<file path="src/hw/rtl/tts_pkg.sv">
// ----------------------------------------------------------------------------
// Timeslice task scheduler package
// Shared widths, defaults, item kinds and the command bundle sent to the cells.
// ----------------------------------------------------------------------------
`default_nettype none

package tts_pkg;

    localparam int NUM_TASKS_DEF  = 8;
    localparam int COUNT_BITS_DEF = 16;

    localparam int KIND_W   = 2;
    localparam int SLOT_W   = 3;
    localparam int PERIOD_W = 16;
    localparam int ID_W     = 3;

    localparam int SLOT_IDS    = 1 << SLOT_W;
    localparam int MAX_RESULTS = 8;
    localparam int HIT_CNT_W   = $clog2(MAX_RESULTS);

    typedef enum logic [KIND_W-1:0] {
        KIND_TICK = 2'd0,
        KIND_EXEC = 2'd1,
        KIND_ADD  = 2'd2,
        KIND_DEL  = 2'd3
    } kind_t;

    typedef struct packed {
        logic                tick;
        logic                add;
        logic                del;
        logic [SLOT_W-1:0]   slot;
        logic [PERIOD_W-1:0] period;
        logic                start;
        logic                adv;
        logic                abort;
    } cell_cmd_t;

endpackage

`default_nettype wire

</file>
<file path="src/hw/rtl/tts_if.sv">
// ----------------------------------------------------------------------------
// Timeslice task scheduler channels
// Request channel (tick, exec, add, delete) and response channel (due task ids).
// ----------------------------------------------------------------------------
`default_nettype none

interface tts_req_if;
    logic                          valid;
    logic                          ready;
    logic [tts_pkg::KIND_W-1:0]    kind;
    logic [tts_pkg::SLOT_W-1:0]    slot;
    logic [tts_pkg::PERIOD_W-1:0]  period;

    modport source (output valid, output kind, output slot, output period, input ready);
    modport sink   (input valid, input kind, input slot, input period, output ready);
endinterface

interface tts_rsp_if;
    logic                      valid;
    logic                      ready;
    logic [tts_pkg::ID_W-1:0]  task_id;
    logic                      last;

    modport source (output valid, output task_id, output last, input ready);
    modport sink   (input valid, input task_id, input last, output ready);
endinterface

`default_nettype wire

</file>
<file path="src/hw/rtl/tts_cell.sv">
// ----------------------------------------------------------------------------
// Timeslice task scheduler slot cell
// Holds one task slot and passes the exec scan token on to the next cell.
// ----------------------------------------------------------------------------
`default_nettype none

module tts_cell #(
    parameter int COUNT_BITS = tts_pkg::COUNT_BITS_DEF,
    parameter int CELL_IDX   = 0
) (
    input  wire logic               clk,
    input  wire logic               rst_n,
    input  wire tts_pkg::cell_cmd_t cmd,
    input  wire logic               token_in,
    output logic                    token_out,
    output logic                    hit
);

    localparam int SLOT_W = tts_pkg::SLOT_W;

    logic                  active_reg;
    logic                  active_next;
    logic                  pending_reg;
    logic                  pending_next;
    logic                  token_reg;
    logic                  token_next;
    logic [COUNT_BITS-1:0] period_reg;
    logic [COUNT_BITS-1:0] period_next;
    logic [COUNT_BITS-1:0] cnt_reg;
    logic [COUNT_BITS-1:0] cnt_next;
    logic [COUNT_BITS-1:0] cnt_dec;
    logic                  mine;

    assign mine      = (CELL_IDX < tts_pkg::SLOT_IDS) && (cmd.slot == SLOT_W'(CELL_IDX));
    assign cnt_dec   = cnt_reg - 1'b1;
    assign hit       = token_reg && active_reg && pending_reg;
    assign token_out = token_reg;

    always_comb
    begin
        active_next  = active_reg;
        pending_next = pending_reg;
        period_next  = period_reg;
        cnt_next     = cnt_reg;
        token_next   = token_reg;

        if (cmd.abort)
        begin
            token_next = 1'b0;
        end
        else if (cmd.adv || cmd.start)
        begin
            token_next = token_in;
        end

        if (cmd.adv && hit)
        begin
            pending_next = 1'b0;
        end

        if (cmd.tick && active_reg && (cnt_reg != '0))
        begin
            if (cnt_dec == '0)
            begin
                pending_next = 1'b1;
                cnt_next     = period_reg;
            end
            else
            begin
                cnt_next = cnt_dec;
            end
        end

        if (cmd.add && mine)
        begin
            active_next  = 1'b1;
            pending_next = 1'b0;
            period_next  = COUNT_BITS'(cmd.period);
            cnt_next     = COUNT_BITS'(cmd.period);
        end

        if (cmd.del && mine && active_reg)
        begin
            active_next  = 1'b0;
            pending_next = 1'b0;
        end
    end

    always_ff @(posedge clk or negedge rst_n)
    begin
        if (!rst_n)
        begin
            active_reg  <= 1'b0;
            pending_reg <= 1'b0;
            token_reg   <= 1'b0;
        end
        else
        begin
            active_reg  <= active_next;
            pending_reg <= pending_next;
            token_reg   <= token_next;
        end
    end

    always_ff @(posedge clk)
    begin
        period_reg <= period_next;
        cnt_reg    <= cnt_next;
    end

endmodule

`default_nettype wire

</file>
<file path="src/hw/rtl/timeslice_task_scheduler.sv">
// ----------------------------------------------------------------------------
// Timeslice task scheduler
// A chain of slot cells with periodic down counters and an exec scan that
// reports due slots in ascending order.
// ----------------------------------------------------------------------------
// Tick, add and delete transfers leave the request channel ready. An exec
// transfer starts a scan token that walks the chain of slot cells one cell
// per cycle while the response side does not stall. The request channel
// stays not ready until the scan and the handover of the final due task are
// done. A scan stops early after eight due tasks; any further due slots stay
// pending for the next exec. Each response transfer carries one due slot id,
// and last marks the final one.
`default_nettype none

module timeslice_task_scheduler #(
    parameter int NUM_TASKS  = tts_pkg::NUM_TASKS_DEF,
    parameter int COUNT_BITS = tts_pkg::COUNT_BITS_DEF
) (
    input  wire logic clk,
    input  wire logic rst_n,
    tts_req_if.sink   req,
    tts_rsp_if.source rsp
);

    localparam int IDX_W = (NUM_TASKS > 1) ? $clog2(NUM_TASKS) : 1;
    localparam int ID_W  = tts_pkg::ID_W;
    localparam int HCW   = tts_pkg::HIT_CNT_W;

    typedef enum logic [1:0] {
        ST_IDLE,
        ST_SCAN,
        ST_FLUSH
    } state_t;

    state_t             state_reg;
    state_t             state_next;
    logic [IDX_W-1:0]   idx_reg;
    logic [IDX_W-1:0]   idx_next;
    logic [HCW-1:0]     hit_cnt_reg;
    logic [HCW-1:0]     hit_cnt_next;
    logic [ID_W-1:0]    held_id_reg;
    logic [ID_W-1:0]    held_id_next;
    logic               held_valid_reg;
    logic               held_valid_next;
    logic               out_valid_reg;
    logic               out_valid_next;
    logic [ID_W-1:0]    out_id_reg;
    logic [ID_W-1:0]    out_id_next;
    logic               out_last_reg;
    logic               out_last_next;

    logic [NUM_TASKS-1:0] tok_vec;
    logic [NUM_TASKS-1:0] tok_in;
    logic [NUM_TASKS-1:0] hit_vec;
    tts_pkg::cell_cmd_t   cmd;

    logic accept;
    logic token_hit;
    logic out_free;
    logic stall;
    logic adv;
    logic at_end;
    logic cap;

    assign req.ready   = (state_reg == ST_IDLE);
    assign accept      = req.valid && req.ready;
    assign token_hit   = |hit_vec;
    assign out_free    = !out_valid_reg || rsp.ready;
    assign stall       = (state_reg == ST_SCAN) && token_hit && held_valid_reg && !out_free;
    assign adv         = (state_reg == ST_SCAN) && !stall;
    assign at_end      = (idx_reg == IDX_W'(NUM_TASKS - 1));
    assign cap         = token_hit && (hit_cnt_reg == HCW'(tts_pkg::MAX_RESULTS - 1));

    assign rsp.valid   = out_valid_reg;
    assign rsp.task_id = out_id_reg;
    assign rsp.last    = out_last_reg;

    always_comb
    begin
        cmd.tick   = accept && (req.kind == tts_pkg::KIND_TICK);
        cmd.add    = accept && (req.kind == tts_pkg::KIND_ADD);
        cmd.del    = accept && (req.kind == tts_pkg::KIND_DEL);
        cmd.start  = accept && (req.kind == tts_pkg::KIND_EXEC);
        cmd.slot   = req.slot;
        cmd.period = req.period;
        cmd.adv    = adv;
        cmd.abort  = adv && cap;
    end

    for (genvar i = 0; i < NUM_TASKS; i++)
    begin : g_cell
        if (i == 0)
        begin : g_head
            assign tok_in[i] = cmd.start;
        end
        else
        begin : g_link
            assign tok_in[i] = tok_vec[i-1];
        end

        tts_cell #(
            .COUNT_BITS (COUNT_BITS),
            .CELL_IDX   (i)
        ) u_cell (
            .clk       (clk),
            .rst_n     (rst_n),
            .cmd       (cmd),
            .token_in  (tok_in[i]),
            .token_out (tok_vec[i]),
            .hit       (hit_vec[i])
        );
    end

    always_comb
    begin
        state_next      = state_reg;
        idx_next        = idx_reg;
        hit_cnt_next    = hit_cnt_reg;
        held_id_next    = held_id_reg;
        held_valid_next = held_valid_reg;
        out_valid_next  = out_valid_reg && !rsp.ready;
        out_id_next     = out_id_reg;
        out_last_next   = out_last_reg;

        case (state_reg)
            ST_IDLE:
            begin
                if (cmd.start)
                begin
                    state_next      = ST_SCAN;
                    idx_next        = '0;
                    hit_cnt_next    = '0;
                    held_valid_next = 1'b0;
                end
            end
            ST_SCAN:
            begin
                if (adv)
                begin
                    idx_next = idx_reg + 1'b1;
                    if (token_hit)
                    begin
                        if (held_valid_reg)
                        begin
                            out_valid_next = 1'b1;
                            out_id_next    = held_id_reg;
                            out_last_next  = 1'b0;
                        end
                        hit_cnt_next    = hit_cnt_reg + 1'b1;
                        held_id_next    = ID_W'(idx_reg);
                        held_valid_next = 1'b1;
                    end
                    if (cap || at_end)
                    begin
                        state_next = ST_FLUSH;
                    end
                end
            end
            ST_FLUSH:
            begin
                if (!held_valid_reg)
                begin
                    state_next = ST_IDLE;
                end
                else if (out_free)
                begin
                    out_valid_next  = 1'b1;
                    out_id_next     = held_id_reg;
                    out_last_next   = 1'b1;
                    held_valid_next = 1'b0;
                    state_next      = ST_IDLE;
                end
            end
            default:
            begin
                state_next = ST_IDLE;
            end
        endcase
    end

    always_ff @(posedge clk or negedge rst_n)
    begin
        if (!rst_n)
        begin
            state_reg      <= ST_IDLE;
            idx_reg        <= '0;
            hit_cnt_reg    <= '0;
            held_valid_reg <= 1'b0;
            out_valid_reg  <= 1'b0;
        end
        else
        begin
            state_reg      <= state_next;
            idx_reg        <= idx_next;
            hit_cnt_reg    <= hit_cnt_next;
            held_valid_reg <= held_valid_next;
            out_valid_reg  <= out_valid_next;
        end
    end

    always_ff @(posedge clk)
    begin
        held_id_reg  <= held_id_next;
        out_id_reg   <= out_id_next;
        out_last_reg <= out_last_next;
    end

    // The scan token exists exactly while a scan is running.
    a_token_in_scan: assert property (@(posedge clk) disable iff (!rst_n)
        (state_reg == ST_SCAN) |-> $onehot(tok_vec))
        else $error("scan token lost or duplicated");

    a_no_token_outside: assert property (@(posedge clk) disable iff (!rst_n)
        (state_reg != ST_SCAN) |-> (tok_vec == '0))
        else $error("scan token present outside a scan");

    // The token position counter tracks the cell that holds the token.
    a_idx_tracks: assert property (@(posedge clk) disable iff (!rst_n)
        (state_reg == ST_SCAN) |-> tok_vec[idx_reg])
        else $error("scan index out of step with token");

    // A stalled scan leaves the token where it is.
    a_stall_holds: assert property (@(posedge clk) disable iff (!rst_n)
        stall |=> $stable(tok_vec))
        else $error("token moved during a stall");

    // A held task is handed over before the block takes a new request.
    a_idle_empty: assert property (@(posedge clk) disable iff (!rst_n)
        (state_reg == ST_IDLE) |-> !held_valid_reg)
        else $error("held task left behind after exec");

endmodule

`default_nettype wire
</file>
<file path="src/flat_wrapper.sv">
// flat-port wrapper written by rule: the top's interface ports become plain ports
module timeslice_task_scheduler_flat 
#(
    parameter int NUM_TASKS  = tts_pkg::NUM_TASKS_DEF,
    parameter int COUNT_BITS = tts_pkg::COUNT_BITS_DEF
)
  (clk, rst_n, req_valid, req_kind, req_slot, req_period, req_ready, rsp_valid, rsp_task_id, rsp_last, rsp_ready);
  tts_req_if req_i ();
  tts_rsp_if rsp_i ();
  input  wire logic clk;
  input  wire logic rst_n;
  input wire logic [$bits(req_i.valid)-1:0] req_valid;
  input wire logic [$bits(req_i.kind)-1:0] req_kind;
  input wire logic [$bits(req_i.slot)-1:0] req_slot;
  input wire logic [$bits(req_i.period)-1:0] req_period;
  output wire logic [$bits(req_i.ready)-1:0] req_ready;
  output wire logic [$bits(rsp_i.valid)-1:0] rsp_valid;
  output wire logic [$bits(rsp_i.task_id)-1:0] rsp_task_id;
  output wire logic [$bits(rsp_i.last)-1:0] rsp_last;
  input wire logic [$bits(rsp_i.ready)-1:0] rsp_ready;
  assign req_i.valid = req_valid;
  assign req_i.kind = req_kind;
  assign req_i.slot = req_slot;
  assign req_i.period = req_period;
  assign req_ready = req_i.ready;
  assign rsp_valid = rsp_i.valid;
  assign rsp_task_id = rsp_i.task_id;
  assign rsp_last = rsp_i.last;
  assign rsp_i.ready = rsp_ready;
  timeslice_task_scheduler #(.NUM_TASKS(NUM_TASKS), .COUNT_BITS(COUNT_BITS)) u_core (.clk(clk), .rst_n(rst_n), .req(req_i), .rsp(rsp_i));
endmodule
</file>
<file path="config.mk">
export PLATFORM = sky130hd
export DESIGN_NAME = timeslice_task_scheduler_flat
export DESIGN_NICKNAME = d
export VERILOG_FILES = /design/src/hw/rtl/tts_pkg.sv /design/src/hw/rtl/tts_if.sv /design/src/hw/rtl/tts_cell.sv /design/src/hw/rtl/timeslice_task_scheduler.sv /design/src/flat_wrapper.sv
export SDC_FILE = /design/constraint.sdc
export NUM_CORES = 1
export LEC_CHECK = 0
export BUFFER_PORTS_ARGS = -buffer_cell sky130_fd_sc_hd__buf_2
export CORE_UTILIZATION = 55
export CTS_CLUSTER_DIAMETER = 200
export DETAILED_ROUTE_END_ITERATION = 16
export PLACE_DENSITY = 0.77
export SYNTH_ARGS = -nofsm -noshare
export SYNTH_HDL_FRONTEND = slang
export SYNTH_SLANG_ARGS = --single-unit
</file>
<file path="constraint.sdc">
create_clock -name clk -period 8.7 [get_ports clk]
set_input_delay 1.305 -clock clk [delete_from_list [all_inputs] [get_ports clk]]
set_output_delay 1.305 -clock clk [all_outputs]
set_load 0.03 [all_outputs]
</file>
Yosys cells after proc, flatten, opt, wreduce, memory -nomap -nowiden --
Index checks and enable logic that the tools add are counted. Widths: inputs -> output; s select.
Cells by class: multiplexer cells 132, reduce and logical (&&, ||, !) cells 129, $add $sub $neg 10, equal/unequal tests 22
Operators by type and width (number):
- $mux 16 | 24
- $logic_not 16->1 | 8
- $reduce_bool 16->1 | 8
- $sub 16x1->16 const B | 8
- $mux 1 | 87
- $logic_and 1x1->1 | 76
- $reduce_bool 2->1 | 19
- $mux 3 | 9
- $eq 3x3->1 const B | 6
- $pmux 3 s2 | 3
- $reduce_and 4->1 | 3
- $mux 2 | 5
- $ne 2x1->1 const B | 5
- $reduce_or 8->1 | 1
- $add 3x1->3 const B | 2
- $eq 2x2->1 const B | 3
- $eq 3x2->1 const B | 2
- $pmux 2 s3 | 1
- $reduce_and 3->1 | 2
- $reduce_and 6->1 | 1
- $eq 2x1->1 const B | 2
- $logic_not 1->1 | 4
- $logic_not 2->1 | 2
- $ne 2x2->1 const B | 2
- 7 further kinds | 10
Storage, ports and cells: bits in registers 297, input port bits 25

Longest topological paths before layout --
Gate-level depths: netlist (run 1).
depth after elaboration 14, depth in mapped cells 11, mapped depth without buffers 9

By module --
From an unflattened synthesis (run 1), not the netlist that was laid out.
Second synthesis, totals: cells, all modules 1599, area, all modules 17169.0 um2
Modules (own cells, without submodules):
- tts_cell (u_core.g_cell[5].u_cell ...) | area each 2054.5 um2, instances 2, cells an instance 194
- tts_cell (u_core.g_cell[1].u_cell ...) | area each 2018.2 um2, instances 2, cells an instance 190
- tts_cell (u_core.g_cell[4].u_cell) | area each 2053.2 um2, instances 1, cells an instance 194
- tts_cell (u_core.g_cell[0].u_cell) | area each 2015.7 um2, instances 1, cells an instance 190
- tts_cell (u_core.g_cell[7].u_cell) | area each 2015.7 um2, instances 1, cells an instance 179
- tts_cell (u_core.g_cell[3].u_cell) | area each 2005.7 um2, instances 1, cells an instance 191
- timeslice_task_scheduler | area each 933.4 um2, instances 1, cells an instance 77

Worst setup path before layout (run 1) --
Ideal clock, no wire load.
path type input to register, from in req_slot[2], to reg u_core.g_cell[1].u_cell.cnt_reg[0], enable pin, buffers on the path 1, setup slack 5.334 ns, stages on the path 6, arrival 3.032 ns, cells stage by stage nand2b_1 or3_1 or2_2 clkbuf_1 inv_1 or2_2
On the way: word-level cells in the longest chain between the ends 3
Ends and longest elaborated chain:
- start, declared | RTL line flat_wrapper.sv:14 | input wire logic [$bits(req_i.slot)-1:0] req_slot;
- $eq 3x1->1 | RTL line tts_cell.sv:34 | assign mine = (CELL_IDX < tts_pkg::SLOT_IDS) && (cmd.slot == SLOT_W'(CELL_IDX));
- $logic_and 1x1->1 | RTL line tts_cell.sv:74 | if (cmd.add && mine)
- $reduce_bool 2->1 (no line)
- end signal, assigned | RTL line tts_cell.sv:108 | cnt_reg <= cnt_next;
- end, declared | RTL line tts_cell.sv:29 | logic [COUNT_BITS-1:0] cnt_reg;
No other way between the ends. A chain may end at the register's enable or synchronous reset.

Worst setup path after layout (run 1) --
from reg u_core.g_cell[2].u_cell.cnt_reg[5], to reg u_core.g_cell[2].u_cell.cnt_reg[4] (data pin)
On the way: word-level cells in the longest chain between the ends 5
Ends and longest elaborated chain:
- start, declared | RTL line tts_cell.sv:29
- start signal, assigned | RTL line tts_cell.sv:108
- $sub 16x1->16 | RTL line tts_cell.sv:35 | assign cnt_dec = cnt_reg - 1'b1;
- $logic_not 16->1 | RTL line tts_cell.sv:63 | if (cnt_dec == '0)
- $mux 16 | RTL line tts_cell.sv:63
- $mux 16 | RTL line tts_cell.sv:61 | if (cmd.tick && active_reg && (cnt_reg != '0))
- $mux 16 | RTL line tts_cell.sv:74
- named net u_core.g_cell[2].u_cell.cnt_next[4] | RTL line tts_cell.sv:30 | logic [COUNT_BITS-1:0] cnt_next;
The timed path passes the listed nets, and every way through them passes these cells. The select of a mux whose other input is x is not followed.

==> metrics.csv, run 1 <==
metric,value,unit
Pins Over Slew Limit,0,
setup TNS after final layout,0,ns
Routed WL per cell,19.6,µm
Mapped Area,0.0153,mm²
Clock transition at path regs,0.06,ns
Final GP Congestion,0.876,
fraction of registers with async set/reset,11.4,%
Root Driver,clkbuf_16,
met2 wire len,16.8,mm
Final Hold Violating Endpoints,0,
nets,1465,
top sig layer,met5,
die width,169,µm
1st-iter DRT viols,1130,
CP Max Fanout,11,
IO Count,31,
crit end category,flip-flop,
Peak VDD IR,0.162,mV
Rel. slew slack,13.8,%
Synth Area per Inst,10.7,µm²
via count,11200,
port bufs,30,
Clock Path Buffers,3,
worst slew pin tran,1.29,ns
first-pass GRT wire length,56.3,mm
Initial Utilization,56.4,%
global route total overflow,0,
syn_nets,1472,
synth unique cells,72,
final WL,35.5,mm
CTS resizes,0,
leading area contributor after synthesis,edfxtp_1,
Final period util,43.5,%
vias in the first global route,10600,
top-area cell type share of the netlist area,51.7,%
Setup CP Type,reg -> reg,
Core ar.,0.0271,mm²
hold_buf cts,0,
Yosys reg bits,297,
worst skew pair latency,0.55,ns
post-synthesis sequential area ratio,57.2,%
synth top area cells,"edfxtp_1, dfrtp_1, nor2_1",
Area after DPL,0.0157,mm²
worst hold path class,reg -> reg,
Most used DFF post-synth,edfxtp_1,
design area,0.0166,mm²
ANT cells,0,
PwrDens,204,mW/mm²
Leakage,5.64,nW
1st-pass router iterations,5,
drt drc,0,
Post-DRT Antenna Nets,0,
Final Critical Period,3.78,ns
met1 wire length,15.2,mm
yosys warns,0,
Worst Setup Start Kind,flip-flop,
Area Overhead vs Synth,8.67,%
initial antenna violation count,1,
largest net degree at the start of global routing,35,
H-tree depth,1,
Setup Viol. Count Final,0,
CTS tree,done,
FMAX,264,MHz
num rows,60,
CTS Sinks,297,
CP arrival,4.12,ns
Required @ worst endpoint,9.04,ns
Max Cap Viol,0,
met3 WL,2.44,mm
routed vias/inst,6.19,
status,"complete, no violations",
Post-Syn Instances,1424,
Setup Skew,0.00983,ns
layout cell share with drive strength beyond 1,8.06,%
GRT Total Usage,25.1,%
"count leader, synth",edfxtp_1,
CTS Buf Count,28,
"top cells by count, synth","edfxtp_1, nor2_1, a21oi_1, nand2_1, nand3_1",
die area,0.0285,mm²
DP Wirelength,22.5,mm
die height,169,µm
"EDFF count, synth",263,
# Post-CTS Setup Buffers,0,
RSZ-0062 raised after global routing,no,
## worst paths after layout
kind,from,end,slack [ns],cells after the start
max reg2reg,u_core.g_cell[2].u_cell.cnt_reg[5]$_DFFE_PP_,u_core.g_cell[2].u_cell.cnt_reg[4]$_DFFE_PP_,4.92,6
min in group asynchronous,rst_n,u_core.idx_reg[0]$_DFFE_PN0P_,0.83,1
max,u_core.g_cell[2].u_cell.cnt_reg[5]$_DFFE_PP_,u_core.g_cell[2].u_cell.cnt_reg[4]$_DFFE_PP_,4.92,6
max in group asynchronous,rst_n,u_core.g_cell[6].u_cell.token_out$_DFFE_PN0P_,7.35,1
min,u_core.held_id_reg[2]$_DFFE_PP_,u_core.rsp.task_id[2]$_DFFE_PP_,0.43,0
min reg2reg,u_core.held_id_reg[2]$_DFFE_PP_,u_core.rsp.task_id[2]$_DFFE_PP_,0.43,0
## critical path: stages, from the launching register on
cell and delay (ns):
edfxtp_1 0.46, nor4_1 1.00, nand4_1 0.29, xnor2_1 0.24, nor3_1 0.58, nand3_1 0.54
o21ai_0 0.45
## layer usage
layer	GRT usage, %	vias up
li1	-	5307
met1	34.9	5382
met2	41.8	445
met3	2.67	79
met4	7.67	2
met5	0	-
## cell type report
| cell class | instances | area (µm²) |
|---|---|---|
| multi-input cells | 1017 | 6110 |
| flip-flops and latches | 297 | 8750 |
| well taps | 372 | 465 |
| repair buffers | 37 | 203 |
| clock buffers | 32 | 737 |
| fillers | 2109 | 10500 |
| clock inverters | 20 | 213 |
| inverters | 36 | 135 |
## report_power, final
| part | switching (mW) | internal, mW |
|---|---|---|
| clock | 0.530 | 0.728 |
| sequential | 0.0810 | 1.65 |
| combinational | 0.264 | 0.141 |
| total | 0.875 | 2.52 |
## logic make-up (layout without fill, tap and decap cells)
kind of cell | after synthesis | after routing | share of synthesized area, %
xor gates and xnor gates | 104 | 104 | 5.96
buffers and inverters | 110 | 125 | 2.88
adders and majority gates | 23 | 23 | 1.88
muxes | 10 | 10 | 0.663
DFF | 297 | 297 | 57.2
and+or+nand+nor | 562 | 562 | 18.3
AOI/OAI and AO/OA | 318 | 318 | 13.0
## through the flow
stage / instances / util, % / power [mW] / setup WS, ns / hold slack, ns
after floorplan: 1424 / - / 2.02 / 5.33 / 0.400
after global placement: 1759 / 57.8 / 2.14 / 4.65 / 0.403
after detailed placement: 1759 / 57.8 / 2.15 / 4.56 / 0.411
after CTS: 1811 / 61.3 / 3.40 / 5.08 / 0.426
after global routing: 1811 / 61.3 / 3.49 / 4.64 / 0.442
final: 1811 / 61.3 / 3.39 / 4.92 / 0.435
## layout by cell type (no fill, tap or decap), drive strengths merged, types with 5 or more instances in the layout
| master | n |
|---|---|
| xor2 | 52 |
| a31oi | 68 |
| a22o | 9 |
| o21ai | 54 |
| a21oi | 112 |
| nor2 | 168 |
| buf | 37 |
| xnor2 | 52 |
| or4b | 5 |
| nand2 | 112 |
| o22ai | 7 |
| nand3 | 77 |
| clkinv | 16 |
| nand4b | 5 |
| ha | 23 |
| mux2i | 9 |
| o31ai | 10 |
| nor3 | 37 |
| o22a | 10 |
| a21o | 7 |
| nor3b | 7 |
| and3 | 9 |
| nand3b | 7 |
| or3 | 21 |
| edfxtp | 263 |
| and2 | 5 |
| nand4 | 14 |
| or4 | 11 |
| nor4 | 36 |
| clkbuf | 32 |
| inv | 35 |
| nand2b | 15 |
| or2 | 14 |
| dfrtp | 34 |
| a31o | 6 |
Power figures use the tool's default switching activity.
==> inputs of run 2 (changes only) <==
- clock period: 8.7 -> 3.5 ns (I/O delays scaled with it)
==> run 2 against run 1 <==
Utilization grew 0.90 points. Cell count grew 2.0%. Fmax rose by 20%. Highest routed layer unchanged. Register-to-register slack got worse by 4.6 ns. Clock skew about the same. Sequential power grew 150%. Clock power up 140%. Critical path type unchanged.
==> metrics.csv, run 2 (synthesis gave the netlist of run 1 again) <==
metric,value,unit
drt drc,0,
CTS Buf Count,31,
die height,169,µm
slowest CP cell,nor4_1,
Root Driver,clkbuf_16,
post-route insts no fill,1847,
vias in the first global route,11000,
Required @ worst endpoint,3.81,ns
CP arrival,3.47,ns
IO Count,31,
Setup CP Type,reg -> reg,
CTS tree,done,
layout cell share with drive strength beyond 1,9.90,%
ANT cells,0,
Final GP Congestion,0.903,
H-tree depth,1,
crit-path cells,or4_1 -> o41ai_2 -> o211ai_1 -> nor4_1 -> and3_1 -> nor3_1,
Core ar.,0.0271,mm²
Final Hold Violating Endpoints,0,
first-pass GRT wire length,57.3,mm
Initial Utilization,56.4,%
final WL,36.3,mm
Leakage,5.80,nW
Worst Setup Start Kind,flip-flop,
Total Power,8.38,mW
Peak VDD IR,0.423,mV
hold_buf cts,0,
crit end category,flip-flop,
port bufs,30,
Setup Skew,0.0102,ns
GRT Total Usage,25.5,%
worst hold path class,in -> async,
global route total overflow,0,
worst skew pair latency,0.56,ns
"commonest non-fill, non-tap cell in the layout",edfxtp_1,
Final Critical Period,3.16,ns
Worst path max stage delay,1.00,ns
# Post-CTS Setup Buffers,0,
FMAX,316,MHz
Pins Over Slew Limit,0,
num rows,60,
status,"complete, no violations",
largest net degree at the start of global routing,35,
crit path from,u_core.g_cell[3].u_cell.cnt_reg[4]$_DFFE_PP_,
nets,1504,
RSZ-0062 raised after global routing,no,
DP Wirelength,23.3,mm
die area,0.0285,mm²
routed vias/inst,6.22,
PwrDens,498,mW/mm²
via count,11500,
beginning of the worst register-to-register path,u_core.g_cell[3].u_cell.cnt_reg[4]$_DFFE_PP_,
Rel. slew slack,13.1,%
1st-pass router iterations,6,
setup TNS after final layout,0,ns
die width,169,µm
CTS resizes,0,
Routed WL per cell,19.6,µm
filler cell count,2105,
Area Overhead vs Synth,10.3,%
Clock transition at path regs,0.06,ns
CP Max Fanout,7,
Clock Path Buffers,3,
Post-DRT Antenna Nets,0,
CTS Sinks,297,
1st-iter DRT viols,1172,
final worst setup slack,0.336,ns
Final period util,90.4,%
"commonest cells after routing, fill and taps aside","edfxtp_1, nor2_1, nand2_1, a21oi_1, nand3_1",
Post-Place Worst Slack,0.456,ns
Setup Viol. Count Final,0,
initial antenna violation count,1,
Inst Count DP,1795,
worst slew pin tran,1.29,ns
Max Cap Viol,0,
-- run 2: area by class of cell --
| type | instances | area [µm²] | area share, % |
|---|---|---|---|
| clock buffers | 36 | 795 | 4.72 |
| flip-flops and latches | 297 | 8750 | 51.9 |
| inverters | 36 | 135 | 0.802 |
| well taps | 372 | 465 | 2.76 |
| multi-input cells | 1017 | 6110 | 36.2 |
| clock inverters | 16 | 128 | 0.757 |
| repair buffers | 73 | 473 | 2.81 |
-- run 2: critical path, delay by kind of cell, from the launching register on --
| kind | cells | cell delay [ns] |
|---|---|---|
| DFF | 1 | 0.46 |
| and+or+nand+nor | 4 | 1.94 |
| AOI/OAI and AO/OA | 2 | 0.51 |
-- run 2: per-stage QoR --
step	hold WS, ns	utilization (%)	instance area (µm²)
after floorplan	0.229	-	15300
after global placement	0.406	58.8	15900
after detailed placement	0.410	58.8	15900
after CTS	0.0682	62.2	16800
after global routing	0.125	62.2	16800
final	0.0571	62.2	16800
-- run 2: per-layer routing --
layer | vias to the layer above | GRT usage, % | part of all wire, % | wire [µm]
met5 | - | 0 | 0.030 | 11
met4 | 2 | 9.76 | 3.1 | 1110
met3 | 88 | 2.88 | 6.6 | 2390
met2 | 459 | 42.5 | 48 | 17500
met1 | 5553 | 34.4 | 42 | 15300
li1 | 5391 | - | - | -
-- run 2: worst paths after layout --
| path | end | slack, ns | depth (start not counted) |
|---|---|---|---|
| max reg2reg | u_core.g_cell[3].u_cell.cnt_reg[1]$_DFFE_PP_ | 0.34 | 6 |
| min | u_core.idx_reg[1]$_DFFE_PN0P_ | 0.06 | 1 |
| max in group asynchronous | u_core.g_cell[3].u_cell.token_out$_DFFE_PN0P_ | 2.93 | 1 |
| max | u_core.g_cell[3].u_cell.cnt_reg[1]$_DFFE_PP_ | 0.34 | 6 |
| min in group clk | u_core.rsp.valid$_DFF_PN0_ | 0.34 | 4 |
| min reg2reg | u_core.rsp.task_id[2]$_DFFE_PP_ | 0.42 | 0 |
-- run 2: power breakdown --
part	total (mW)	switching [mW]	internal (mW)
clock network	3.07	1.33	1.75
logic	1.01	0.650	0.358
registers	4.31	0.204	4.10
==> inputs of run 3 (changes only) <==
- CORE_UTILIZATION: 55 -> 45
- PLACE_DENSITY: 0.77 -> 0.66
==> run 3 against run 2 <==
Non-clock buffer count is 7 lower. Utilization fell by 11 points. Count of clock-buffer cells in the layout is 6 higher. Fmax is 2.0% lower. Final area is 0.63% higher. Sequential cell count unchanged. Power rose by 1.3%. Clock power grew 4%. First-iteration DRC count is 18% lower. Die area grew 22%. Via count fell by 2.7%. Largest cell class unchanged.
==> metrics.csv, run 3 (synthesis gave the netlist of run 1 again) <==
metric,value,unit
Final Hold Violating Endpoints,0,
Hold WS,0.0686,ns
area occupied by multi-input gates,0.00611,mm²
Setup CP Type,reg -> reg,
initial antenna violation count,2,
met1 Resource Use GR,29.1,%
GRT Max-Usage Layer,met2,
Clock transition at path regs,0.07,ns
Setup Viol. Count Final,0,
num rows,67,
global route total overflow,0,
Post-DRT Antenna Nets,0,
CTS Sinks,297,
Rel. slew slack,19.8,%
Setup Skew,0.0240,ns
crit-path cells,inv_1 -> ha_1 -> nor3b_1 -> a32o_1 -> a22oi_1 -> nor3_1 -> nand3_1 -> o21ai_0,
CP arrival,3.59,ns
Final Critical Period,3.23,ns
setup TNS after final layout,0,ns
FMAX,310,MHz
routed vias/inst,5.81,
Required @ worst endpoint,3.86,ns
crit end category,flip-flop,
"commonest cells after routing, fill and taps aside","edfxtp_1, nor2_1, nand2_1, a21oi_1, nand3_1",
PwrDens,501,mW/mm²
CP Max Fanout,11,
worst skew pair latency,0.56,ns
Final GP Congestion,0.878,
die area,0.0347,mm²
CTS resizes,0,
IO Count,31,
Area Overhead vs Synth,11.0,%
GRT Total Usage,21.2,%
Final period util,92.3,%
Worst Setup Start Kind,flip-flop,
worst hold path class,in -> async,
met3 usage,2.18,%
1st-pass router iterations,6,
worst slew pin tran,1.19,ns
die width,186,µm
Worst path max stage delay,0.53,ns
status,"complete, no violations",
Initial Utilization,45.7,%
CTS Buf Count,31,
buffer and inverter count on the worst path,1,
Reg area,0.00875,mm²
# Post-CTS Setup Buffers,0,
filler cell count,2897,
final WL,36.7,mm
H-tree depth,1,
hold_buf cts,0,
Pins Over Slew Limit,0,
Peak VDD IR,0.512,mV
die height,186,µm
GR Util met2,35.3,%
drt drc,0,
Leakage,5.79,nW
port bufs,30,
Max Cap Viol,0,
nets,1497,
via count,11200,
Root Driver,clkbuf_16,
kind of cell with the highest combined delay on the critical path,simple AND/OR/NAND/NOR gates,
Routed WL per cell,19.1,µm
Core ar.,0.0334,mm²
"commonest non-fill, non-tap cell in the layout",edfxtp_1,
RSZ-0062 raised after global routing,no,
1st-iter DRT viols,960,
vias in the first global route,10600,
largest net degree at the start of global routing,35,
first-pass GRT wire length,57.4,mm
CTS tree,done,
layout cell share with drive strength beyond 1,10.0,%
slowest CP cell,nand3_1,
DP Wirelength,23.5,mm
Clock Path Buffers,3,
==> run 3: cell count changes in the layout (fill, tap and decap cells not counted), sizes merged <==
cell	before	now
clkinvlp	3	4
diode	0	2
clkinv	12	10
clkbuf	36	42
buf	73	66
==> run 3: path summary, 6_finish.rpt <==
| path | from | endpoint | slack, ns | depth (start not counted) |
|---|---|---|---|---|
| setup / recovery | u_core.g_cell[2].u_cell.cnt_reg[0]$_DFFE_PP_ | u_core.g_cell[2].u_cell.cnt_reg[3]$_DFFE_PP_ | 0.27 | 8 |
| hold / removal | rst_n | u_core.g_cell[4].u_cell.active_reg$_DFFE_PN0P_ | 0.07 | 1 |
| setup reg to reg | u_core.g_cell[2].u_cell.cnt_reg[0]$_DFFE_PP_ | u_core.g_cell[2].u_cell.cnt_reg[3]$_DFFE_PP_ | 0.27 | 8 |
| hold reg to reg | u_core.held_id_reg[0]$_DFFE_PP_ | u_core.rsp.task_id[0]$_DFFE_PP_ | 0.44 | 0 |
| max in group asynchronous | rst_n | u_core.g_cell[1].u_cell.active_reg$_DFFE_PN0P_ | 2.91 | 1 |
| min in group clk | rsp_ready | u_core.rsp.valid$_DFF_PN0_ | 0.39 | 4 |
==> run 3: worst reg2reg max path, stage by stage, from the launching register on <==
cell and delay [ns]:
edfxtp_1 0.49, inv_1 0.10, ha_1 0.27, nor3b_1 0.50, a32o_1 0.25, a22oi_1 0.09, nor3_1 0.51, nand3_1 0.53
o21ai_0 0.33
==> run 3: final cells by class <==
cell class              instances  share of cell area, %
clock inverters                15                  0.790
diodes                          2                 0.0295
repair buffers                 66                   2.48
clock buffers                  42                   5.00
multi-input cells            1017                   36.0
well taps                     448                   3.31
flip-flops and latches        297                   51.6
inverters                      36                  0.797
==> run 3: metrics by stage <==
stage	power [mW]	area (µm²)	instances	utilization, %	worst slack [ns]
floorplan	5.02	15300	1424	-	0.588
global placement	5.33	16000	1864	47.7	0.633
detailed placement	5.37	16000	1864	47.7	0.446
CTS	8.54	17000	1921	50.7	0.389
global route	8.81	17000	1922	50.7	0.0967
finish	8.49	17000	1923	50.7	0.271
==> run 3: report_power, final <==
part           total (mW)  switching (mW)  internal [mW]
clock network        3.18            1.35           1.84
logic               0.999           0.642          0.357
registers            4.31           0.210           4.10
==> run 3: metal layers <==
metal	vias to the layer above	share of wire, %
li1	5392	-
met1	5413	45
met2	310	48
met3	66	4.4
met4	0	2.9
met5	-	0
